`src/hdl/flic_byte_run_decoder_core_macros.svh`:
```
// Assertion macros for the FLIC byte-run decoder core.
`ifndef FLIC_BYTE_RUN_DECODER_CORE_MACROS_SVH
`define FLIC_BYTE_RUN_DECODER_CORE_MACROS_SVH

`ifndef SYNTHESIS

// Same-cycle implication, disabled during reset
`define FBRD_ASSERT_IMPL(label, clk, rst, ante, cons) \
   label: assert property (@(posedge clk) disable iff (rst) (ante) |-> (cons)) \
      else $error("fbrd assertion failed");

// Next-cycle implication, disabled during reset
`define FBRD_ASSERT_NEXT(label, clk, rst, ante, cons) \
   label: assert property (@(posedge clk) disable iff (rst) (ante) |=> (cons)) \
      else $error("fbrd assertion failed");

`else

`define FBRD_ASSERT_IMPL(label, clk, rst, ante, cons)
`define FBRD_ASSERT_NEXT(label, clk, rst, ante, cons)

`endif

`endif

```
`src/hdl/fbrd_pkg.sv`:
```
// Types and constants shared by the FLIC byte-run decoder.
package fbrd_pkg;

   typedef enum logic [2:0] {
      PH_IDLE,
      PH_ROWHDR,
      PH_COUNT,
      PH_FILLVAL,
      PH_LITERAL,
      PH_DONE
   } phase_type;

   localparam int DIM_W = 15;   // width and height register width
   localparam int POS_W = 16;   // row and column counter width

   localparam logic [2:0] CSR_ANIM_WIDTH     = 3'd0;
   localparam logic [2:0] CSR_ANIM_HEIGHT    = 3'd1;
   localparam logic [2:0] CSR_TARGET_WIDTH   = 3'd2;
   localparam logic [2:0] CSR_TARGET_HEIGHT  = 3'd3;
   localparam logic [2:0] CSR_OVERLAY_ENABLE = 3'd4;

   localparam logic [DIM_W-1:0] RST_WIDTH  = 15'd320;
   localparam logic [DIM_W-1:0] RST_HEIGHT = 15'd200;

endpackage

```
`src/hdl/flic_byte_run_decoder_core.sv`:
```
// Top level of the FLIC byte-run decoder: state machine, run clipping and output register.
//
// Takes one BYTE_RUN payload byte per clock and turns it into at most one pixel-run write,
// presented in the cycle after the byte is accepted. The whole row/column state update and
// clipping for a byte sits between the state registers and the output register, so a
// byte can be accepted every cycle; req_tready drops only while a finished write waits
// in the output register and rsp_tready is low. Configuration writes are never stalled
// (csr_ready is tied high) and must only be made while the decoder is idle.
`include "flic_byte_run_decoder_core_macros.svh"

module flic_byte_run_decoder_core (
   input  logic        clock,
   input  logic        reset,
   // payload bytes
   input  logic        req_tvalid,
   output logic        req_tready,
   input  logic [7:0]  req_tdata,    // [7:0] data_byte
   input  logic        req_tuser,    // [0] chunk_start
   // run writes
   output logic        rsp_tvalid,
   input  logic        rsp_tready,
   output logic [47:0] rsp_tdata,    // [14:0] row, [29:15] column, [37:30] run_length,
                                     // [45:38] pixel_value, [47:46] zero
   output logic        rsp_tuser,    // [0] take_overlay
   output logic        rsp_tlast,    // frame_done
   // configuration
   input  logic        csr_valid,
   output logic        csr_ready,
   input  logic [2:0]  csr_index,
   input  logic [14:0] csr_wdata
);
   import fbrd_pkg::*;

   // configuration registers
   logic [DIM_W-1:0] anim_w_ff, anim_h_ff, tgt_w_ff, tgt_h_ff;
   logic             overlay_ff;

   // decoder state
   phase_type        phase_ff, phase_in;
   logic [POS_W-1:0] col_ff, col_in;
   logic [POS_W-1:0] row_ff, row_in;
   logic [7:0]       left_ff, left_in;
   logic [7:0]       writ_ff, writ_in;
   logic [7:0]       fill_ff, fill_in;

   // output register
   logic             rsp_valid_ff;
   logic [DIM_W-1:0] out_row_ff, out_col_ff;
   logic [7:0]       out_len_ff, out_pix_ff;
   logic             out_ovl_ff, out_done_ff;

   logic             emit;
   logic [7:0]       emit_len;
   logic             emit_done;

   logic             accept;
   logic             start;
   logic [7:0]       din;

   // derived values
   logic [DIM_W-1:0] vis_w, vis_h;
   logic             last_row;
   logic [POS_W-1:0] row_inc;
   logic             row_over;
   logic [POS_W-1:0] fill_room, fill_col_next;
   logic [7:0]       fill_len;
   logic             fill_col_end, fill_reach;
   logic [7:0]       lit_n, lit_writ_new, lit_left_dec;
   logic [POS_W-1:0] tgt_room, lit_col_next;
   logic             lit_col_end, lit_reach;

   assign accept     = req_tvalid && req_tready;
   assign req_tready = !rsp_valid_ff || rsp_tready;
   assign csr_ready  = 1'b1;
   assign start      = req_tuser;
   assign din        = req_tdata;

   assign vis_w = (anim_w_ff < tgt_w_ff) ? anim_w_ff : tgt_w_ff;
   assign vis_h = (anim_h_ff < tgt_h_ff) ? anim_h_ff : tgt_h_ff;

   assign last_row = ({1'b0, row_ff} + 17'd1) >= {2'b00, vis_h};
   assign row_inc  = row_ff + 16'd1;
   assign row_over = row_inc >= {1'b0, vis_h};

   // fill run: clip to visible width
   assign fill_room     = ({1'b0, vis_w} > col_ff) ? ({1'b0, vis_w} - col_ff) : '0;
   assign fill_len      = ({8'd0, fill_ff} < fill_room) ? fill_ff : fill_room[7:0];
   assign fill_col_next = col_ff + {8'd0, fill_ff};
   assign fill_col_end  = fill_col_next >= {1'b0, vis_w};
   assign fill_reach    = ({1'b0, col_ff} + {9'd0, fill_ff}) >= {2'b00, vis_w};

   // literal run: 0x80 wraps to 128; clip against target width
   assign lit_n        = 8'(9'd256 - {1'b0, din});
   assign tgt_room     = ({1'b0, tgt_w_ff} > col_ff) ? ({1'b0, tgt_w_ff} - col_ff) : '0;
   assign lit_writ_new = ({8'd0, lit_n} < tgt_room) ? lit_n : tgt_room[7:0];
   assign lit_left_dec = (left_ff != 8'd0) ? (left_ff - 8'd1) : 8'd0;
   assign lit_col_next = col_ff + 16'd1;
   assign lit_col_end  = lit_col_next >= {1'b0, vis_w};
   assign lit_reach    = ({1'b0, col_ff} + {9'd0, left_ff}) >= {2'b00, vis_w};

   // next state
   always_comb begin
      phase_in = phase_ff;
      if (start) begin
         if (vis_h == '0) begin
            phase_in = PH_DONE;
         end else if (vis_w == '0) begin
            phase_in = (vis_h <= 15'd1) ? PH_DONE : PH_ROWHDR;
         end else begin
            phase_in = PH_COUNT;
         end
      end else begin
         case (phase_ff)
            PH_ROWHDR: begin
               if (vis_w == '0) begin
                  phase_in = row_over ? PH_DONE : PH_ROWHDR;
               end else begin
                  phase_in = PH_COUNT;
               end
            end
            PH_COUNT: begin
               phase_in = din[7] ? PH_LITERAL : PH_FILLVAL;
            end
            PH_FILLVAL: begin
               if (fill_col_end) begin
                  phase_in = row_over ? PH_DONE : PH_ROWHDR;
               end else begin
                  phase_in = PH_COUNT;
               end
            end
            PH_LITERAL: begin
               if (lit_left_dec == 8'd0) begin
                  if (lit_col_end) begin
                     phase_in = row_over ? PH_DONE : PH_ROWHDR;
                  end else begin
                     phase_in = PH_COUNT;
                  end
               end
            end
            default: phase_in = phase_ff;
         endcase
      end
   end

   // counters and write generation
   always_comb begin
      col_in    = col_ff;
      row_in    = row_ff;
      left_in   = left_ff;
      writ_in   = writ_ff;
      fill_in   = fill_ff;
      emit      = 1'b0;
      emit_len  = 8'd1;
      emit_done = 1'b0;
      if (start) begin
         col_in  = '0;
         row_in  = (vis_w == '0 && vis_h != '0) ? 16'd1 : 16'd0;
         left_in = '0;
         writ_in = '0;
         fill_in = '0;
      end else begin
         case (phase_ff)
            PH_ROWHDR: begin
               col_in = '0;
               if (vis_w == '0) begin
                  row_in = row_inc;
               end
            end
            PH_COUNT: begin
               if (din[7]) begin
                  left_in = lit_n;
                  writ_in = lit_writ_new;
               end else begin
                  fill_in = din;
               end
            end
            PH_FILLVAL: begin
               emit      = fill_len != 8'd0;
               emit_len  = fill_len;
               emit_done = last_row && fill_reach;
               fill_in   = '0;
               if (fill_col_end) begin
                  col_in = '0;
                  row_in = row_inc;
               end else begin
                  col_in = fill_col_next;
               end
            end
            PH_LITERAL: begin
               emit      = writ_ff != 8'd0;
               emit_done = writ_ff == 8'd1 && last_row && lit_reach;
               writ_in   = (writ_ff != 8'd0) ? (writ_ff - 8'd1) : 8'd0;
               left_in   = lit_left_dec;
               col_in    = lit_col_next;
               if (lit_left_dec == 8'd0) begin
                  writ_in = '0;
                  if (lit_col_end) begin
                     col_in = '0;
                     row_in = row_inc;
                  end
               end
            end
            default: ;
         endcase
      end
   end

   always_ff @(posedge clock) begin
      if (reset) begin
         phase_ff <= PH_IDLE;
         col_ff   <= '0;
         row_ff   <= '0;
         left_ff  <= '0;
         writ_ff  <= '0;
         fill_ff  <= '0;
      end else if (accept) begin
         phase_ff <= phase_in;
         col_ff   <= col_in;
         row_ff   <= row_in;
         left_ff  <= left_in;
         writ_ff  <= writ_in;
         fill_ff  <= fill_in;
      end
   end

   // output word register
   always_ff @(posedge clock) begin
      if (reset) begin
         rsp_valid_ff <= 1'b0;
      end else if (accept) begin
         rsp_valid_ff <= emit;
      end else if (rsp_tready) begin
         rsp_valid_ff <= 1'b0;
      end
   end

   always_ff @(posedge clock) begin
      if (accept && emit) begin
         out_row_ff  <= row_ff[DIM_W-1:0];
         out_col_ff  <= col_ff[DIM_W-1:0];
         out_len_ff  <= emit_len;
         out_pix_ff  <= din;
         out_ovl_ff  <= overlay_ff && (din == 8'd0);
         out_done_ff <= emit_done;
      end
   end

   // configuration registers
   always_ff @(posedge clock) begin
      if (reset) begin
         anim_w_ff  <= RST_WIDTH;
         anim_h_ff  <= RST_HEIGHT;
         tgt_w_ff   <= RST_WIDTH;
         tgt_h_ff   <= RST_HEIGHT;
         overlay_ff <= 1'b0;
      end else if (csr_valid && csr_ready) begin
         case (csr_index)
            CSR_ANIM_WIDTH:     anim_w_ff  <= csr_wdata;
            CSR_ANIM_HEIGHT:    anim_h_ff  <= csr_wdata;
            CSR_TARGET_WIDTH:   tgt_w_ff   <= csr_wdata;
            CSR_TARGET_HEIGHT:  tgt_h_ff   <= csr_wdata;
            CSR_OVERLAY_ENABLE: overlay_ff <= csr_wdata[0];
            default: ;
         endcase
      end
   end

   assign rsp_tvalid = rsp_valid_ff;
   assign rsp_tdata  = {2'b00, out_pix_ff, out_len_ff, out_col_ff, out_row_ff};
   assign rsp_tuser  = out_ovl_ff;
   assign rsp_tlast  = out_done_ff;

   // a write always covers between one and 128 pixels
   `FBRD_ASSERT_IMPL(a_run_len, clock, reset, rsp_valid_ff,
      out_len_ff != 8'd0 && out_len_ff <= 8'd128)
   // overlay flag only on zero pixels
   `FBRD_ASSERT_IMPL(a_overlay_zero, clock, reset, rsp_valid_ff && out_ovl_ff,
      out_pix_ff == 8'd0)
   // literal counters are clear outside a literal run, bounded inside one
   `FBRD_ASSERT_IMPL(a_lit_idle, clock, reset, phase_ff != PH_LITERAL,
      left_ff == 8'd0 && writ_ff == 8'd0)
   `FBRD_ASSERT_IMPL(a_lit_bound, clock, reset, phase_ff == PH_LITERAL,
      writ_ff <= left_ff && left_ff != 8'd0)

endmodule

```
`config.mk`:
```
export PLATFORM = sky130hd
export DESIGN_NAME = flic_byte_run_decoder_core
export DESIGN_NICKNAME = d
export VERILOG_FILES = /design/src/hdl/fbrd_pkg.sv /design/src/hdl/flic_byte_run_decoder_core.sv
export VERILOG_INCLUDE_DIRS = /design/src /design/src/hdl
export SDC_FILE = /design/constraint.sdc
export NUM_CORES = 1
export LEC_CHECK = 0
export ABC_CLOCK_PERIOD_IN_PS = 22100
export BUFFER_PORTS_ARGS = -buffer_cell sky130_fd_sc_hd__buf_4
export CAP_MARGIN = 25
export CELL_PAD_IN_SITES_DETAIL_PLACEMENT = 0
export CELL_PAD_IN_SITES_GLOBAL_PLACEMENT = 2
export CORE_MARGIN = 5
export CORE_UTILIZATION = 41
export CTS_CLUSTER_DIAMETER = 80
export DETAILED_ROUTE_END_ITERATION = 6
export HOLD_SLACK_MARGIN = 0.02
export PLACE_DENSITY_LB_ADDON = 0.1
export SETUP_SLACK_MARGIN = 0.15
export SLEW_MARGIN = 20
export SYNTH_ARGS = -nofsm -noshare
export SYNTH_HDL_FRONTEND = slang
export SYNTH_SLANG_ARGS = --single-unit
```
`constraint.sdc`:
```
create_clock -name clock -period 22.1 [get_ports clock]
set_clock_uncertainty 0.15 [all_clocks]
set_input_delay 4.42 -clock clock [delete_from_list [all_inputs] [get_ports clock]]
set_output_delay 4.42 -clock clock [all_outputs]
set_load 0.01 [all_outputs]
```
==> results.yml <==
min_path:
  holdPathStages: 2
  hold_class: "reg -> reg"
  hold_end: "tgt_h_ff[14]"
  hp-start: "tgt_h_ff[14]"
setup_path:
  rr_worst_depth: 25
  start_kind: "input port"
  reg2reg_slack_ns: 13.70
  endpoint_kind: "output pin"
  cp.arrival_ns: 4.87
  r2r-end: "out_col_ff[0]"
  timing.rr.start: "tgt_w_ff[12]"
  critPathKind: "in -> out"
  critPathMaxFanout: 4
  required_ns: 17.53
synth:
  yosysWarningCount: 0
  ys.flop_type: "dfxtp_1"
  synth_most_common_cell: "nand2_1"
  syn-instance-count: 1617
  synthDistinctLibCells: 81
  ys_top_cells_by_area: "dfxtp_1, ha_1, edfxtp_1"
  synth-edff-count: 48
  async_flop_share: 0
  synth_common_cells: "nand2_1, ha_1, a21oi_1"
  yosys.area.top_type: "dfxtp_1"
  yosysSeqAreaShare: 0.2934
  synth_top_area_frac: 0.1834
  yosys_register_bits: 168
  synthesis.area_sq_um: 13100
  postSynthAreaPerCell_sq_um: 8.101
finish:
  antennaDiodeCount: 0
  area_growth_pct: 11.61
  drive_gt1_frac: 0.09541
  final_cells: 2079
  nets: 1854
  fillerInstances: 3205
placed_design:
  dp_cells: 2047
  io_buffers: 81
  dpl.hpwl_mm: 32.78
  routabilityCongestion: 0.8993
drt:
  firstDrtPassIters: 5
  post_drt_via_cell_ratio: 5.754
  wl_per_cell_um: 20.49
  ant_nets: 0
  drt_drc_violations_left: 0
  wl_mm: 42.59
  vias: 11960
  first_iter_violations: 1050
cts:
  cts_buffer_depth: 2
  postCtsSetupBuffers: 0
  post_cts_resized: 0
  cts_root_buf: "clkbuf_16"
  htree_levels: 4
  cts_buffers: 17
  clkSinkCount: 168
  hold_buffers: 0
  cts_tree: "built"
  insertion_delay_ns: 0.46
  clk_pin_slew_ns: 0.08
grt:
  grt_max_degree: 73
  grt_pass1_vias: 11040
  grt_pass1_wl_mm: 65.78
  track_usage: 0.2349
  grt_antenna_before_repair: 0
  overflow: 0
floorplan:
  die_h_um: 188.8
  chipWidth_um: 188.8
  core_area_sq_um: 31560
  num_rows: 65
  die-area_sq_um: 35630
  initial_core_util: 0.4151
  pin_count: 85
timing:
  hold_violations: 0
  rsz0062_at_grt: "false"
  relSlewSlack: 0.3880
  drv_slew: 0
  finalCritPeriodShare: 0.4270
  tightest_slew_ns: 0.8949
  tns_ns: 0
  setup_violations: 0
  fin_crit_ns: 9.437
  fmax_ghz: 0.1060
power:
  ir_drop_v: 0.00005916
  power_w: 0.0007853
  power.density_nw_per_um2: 53.71
  p_leak_nw: 5.937
job:
  cap_violations: 0
outcome:
  status: "completed"
-- cell usage in the layout, fill, tap and decap left out, types with 10 or more instances in the layout --
master,count
a22oi_1,14
o31ai_1,10
edfxtp_1,48
xor2_1,23
nor2_1,108
nand3_1,55
a211oi_1,16
clkbuf_16,17
nand4_1,22
ha_1,154
nor3_1,36
a21oi_1,143
nor2b_1,12
buf_4,95
a31oi_1,11
dfxtp_1,120
and2_1,11
nor4_1,24
inv_1,93
o21a_1,14
nand2_1,236
mux2_2,15
mux2i_1,15
a21o_1,39
o21ai_0,68
o211ai_1,15
xnor2_1,63
and3_1,18
nand2b_1,17
-- metal layers --
metal	wire length, um	share of wire	global-route usage	vias up
met4	749	0.018	0.05970	0
met1	21800	0.51	0.3549	5712
li1	-	-	-	5935
met3	2113	0.050	0.04094	31
met5	0	0	0	-
met2	17920	0.42	0.3457	285
-- state kept, by name (all words and copies together) (netlist names) --
| register | cells |
|---|---|
| phase_ff | 3 |
| anim_h_ff | 15 |
| out_len_ff | 8 |
| rsp_tvalid | 1 |
| out_col_ff | 15 |
| col_ff | 16 |
| out_pix_ff | 8 |
| left_ff | 8 |
| writ_ff | 8 |
| rsp_tuser | 1 |
| rsp_tlast | 1 |
| anim_w_ff | 15 |
| row_ff | 16 |
| fill_ff | 7 |
| out_row_ff | 15 |
| tgt_h_ff | 15 |
| tgt_w_ff | 15 |
| overlay_ff | 1 |
-- worst max-delay path, cell delays in order --
cell	delay (ns)
buf_4	0.10
nand2b_1	0.18
buf_4	0.16
-- per-stage QoR --
stage / hold WS [ns] / worst slack (ns) / cell area, sq um / util
detailed placement: 0.3318 / 12.66 / 14050 / 0.4453
global placement: 0.3197 / 12.67 / 14050 / 0.4453
finish: 0.3391 / 12.66 / 14620 / 0.4634
CTS: 0.3429 / 12.66 / 14620 / 0.4634
floorplan: 0.2564 / 12.42 / 13110 / -
global route: 0.3629 / 12.61 / 14620 / 0.4634
-- worst max-delay path by stage --
stage,start,endpoint,slack (ns),cells after the start
final,rsp_tready,req_tready,12.66,3
after global routing,rsp_tready,req_tready,12.61,3
after global placement,rsp_tready,req_tready,12.67,3
after CTS,rsp_tready,req_tready,12.66,3
after detailed placement,rsp_tready,req_tready,12.66,3
after floorplan,tgt_w_ff[12],out_col_ff[0],12.42,26
-- cell type report --
cell class	instances	area, sq um	share of cell area
clock buffers	20	456.7	0.03123
flip-flops and latches	168	3844	0.2629
repair buffers	95	713.2	0.04878
clock inverters	12	113.9	0.007787
multi-input cells	1288	8638	0.5908
inverters	94	352.8	0.02413
well taps	402	503.0	0.03440
-- report_power, final --
group	total, W	internal (W)	leakage [nW]	switching (W)
clock	0.000304	0.000163	0.283	0.000142
combinational	0.000153	0.0000575	4.28	0.0000953
sequential	0.000328	0.000321	1.37	0.00000755
-- logic make-up after synthesis --
group                      synth area share
and+or+nand+nor                      0.2069
AOI/OAI and AO/OA                    0.2152
DFF                                  0.2934
buffers and inverters               0.04890
adders and majority gates            0.1532
xor gates and xnor gates            0.05750
muxes                               0.02435
other                             0.0005733
Note: power is estimated with default switching activity, not from simulation.
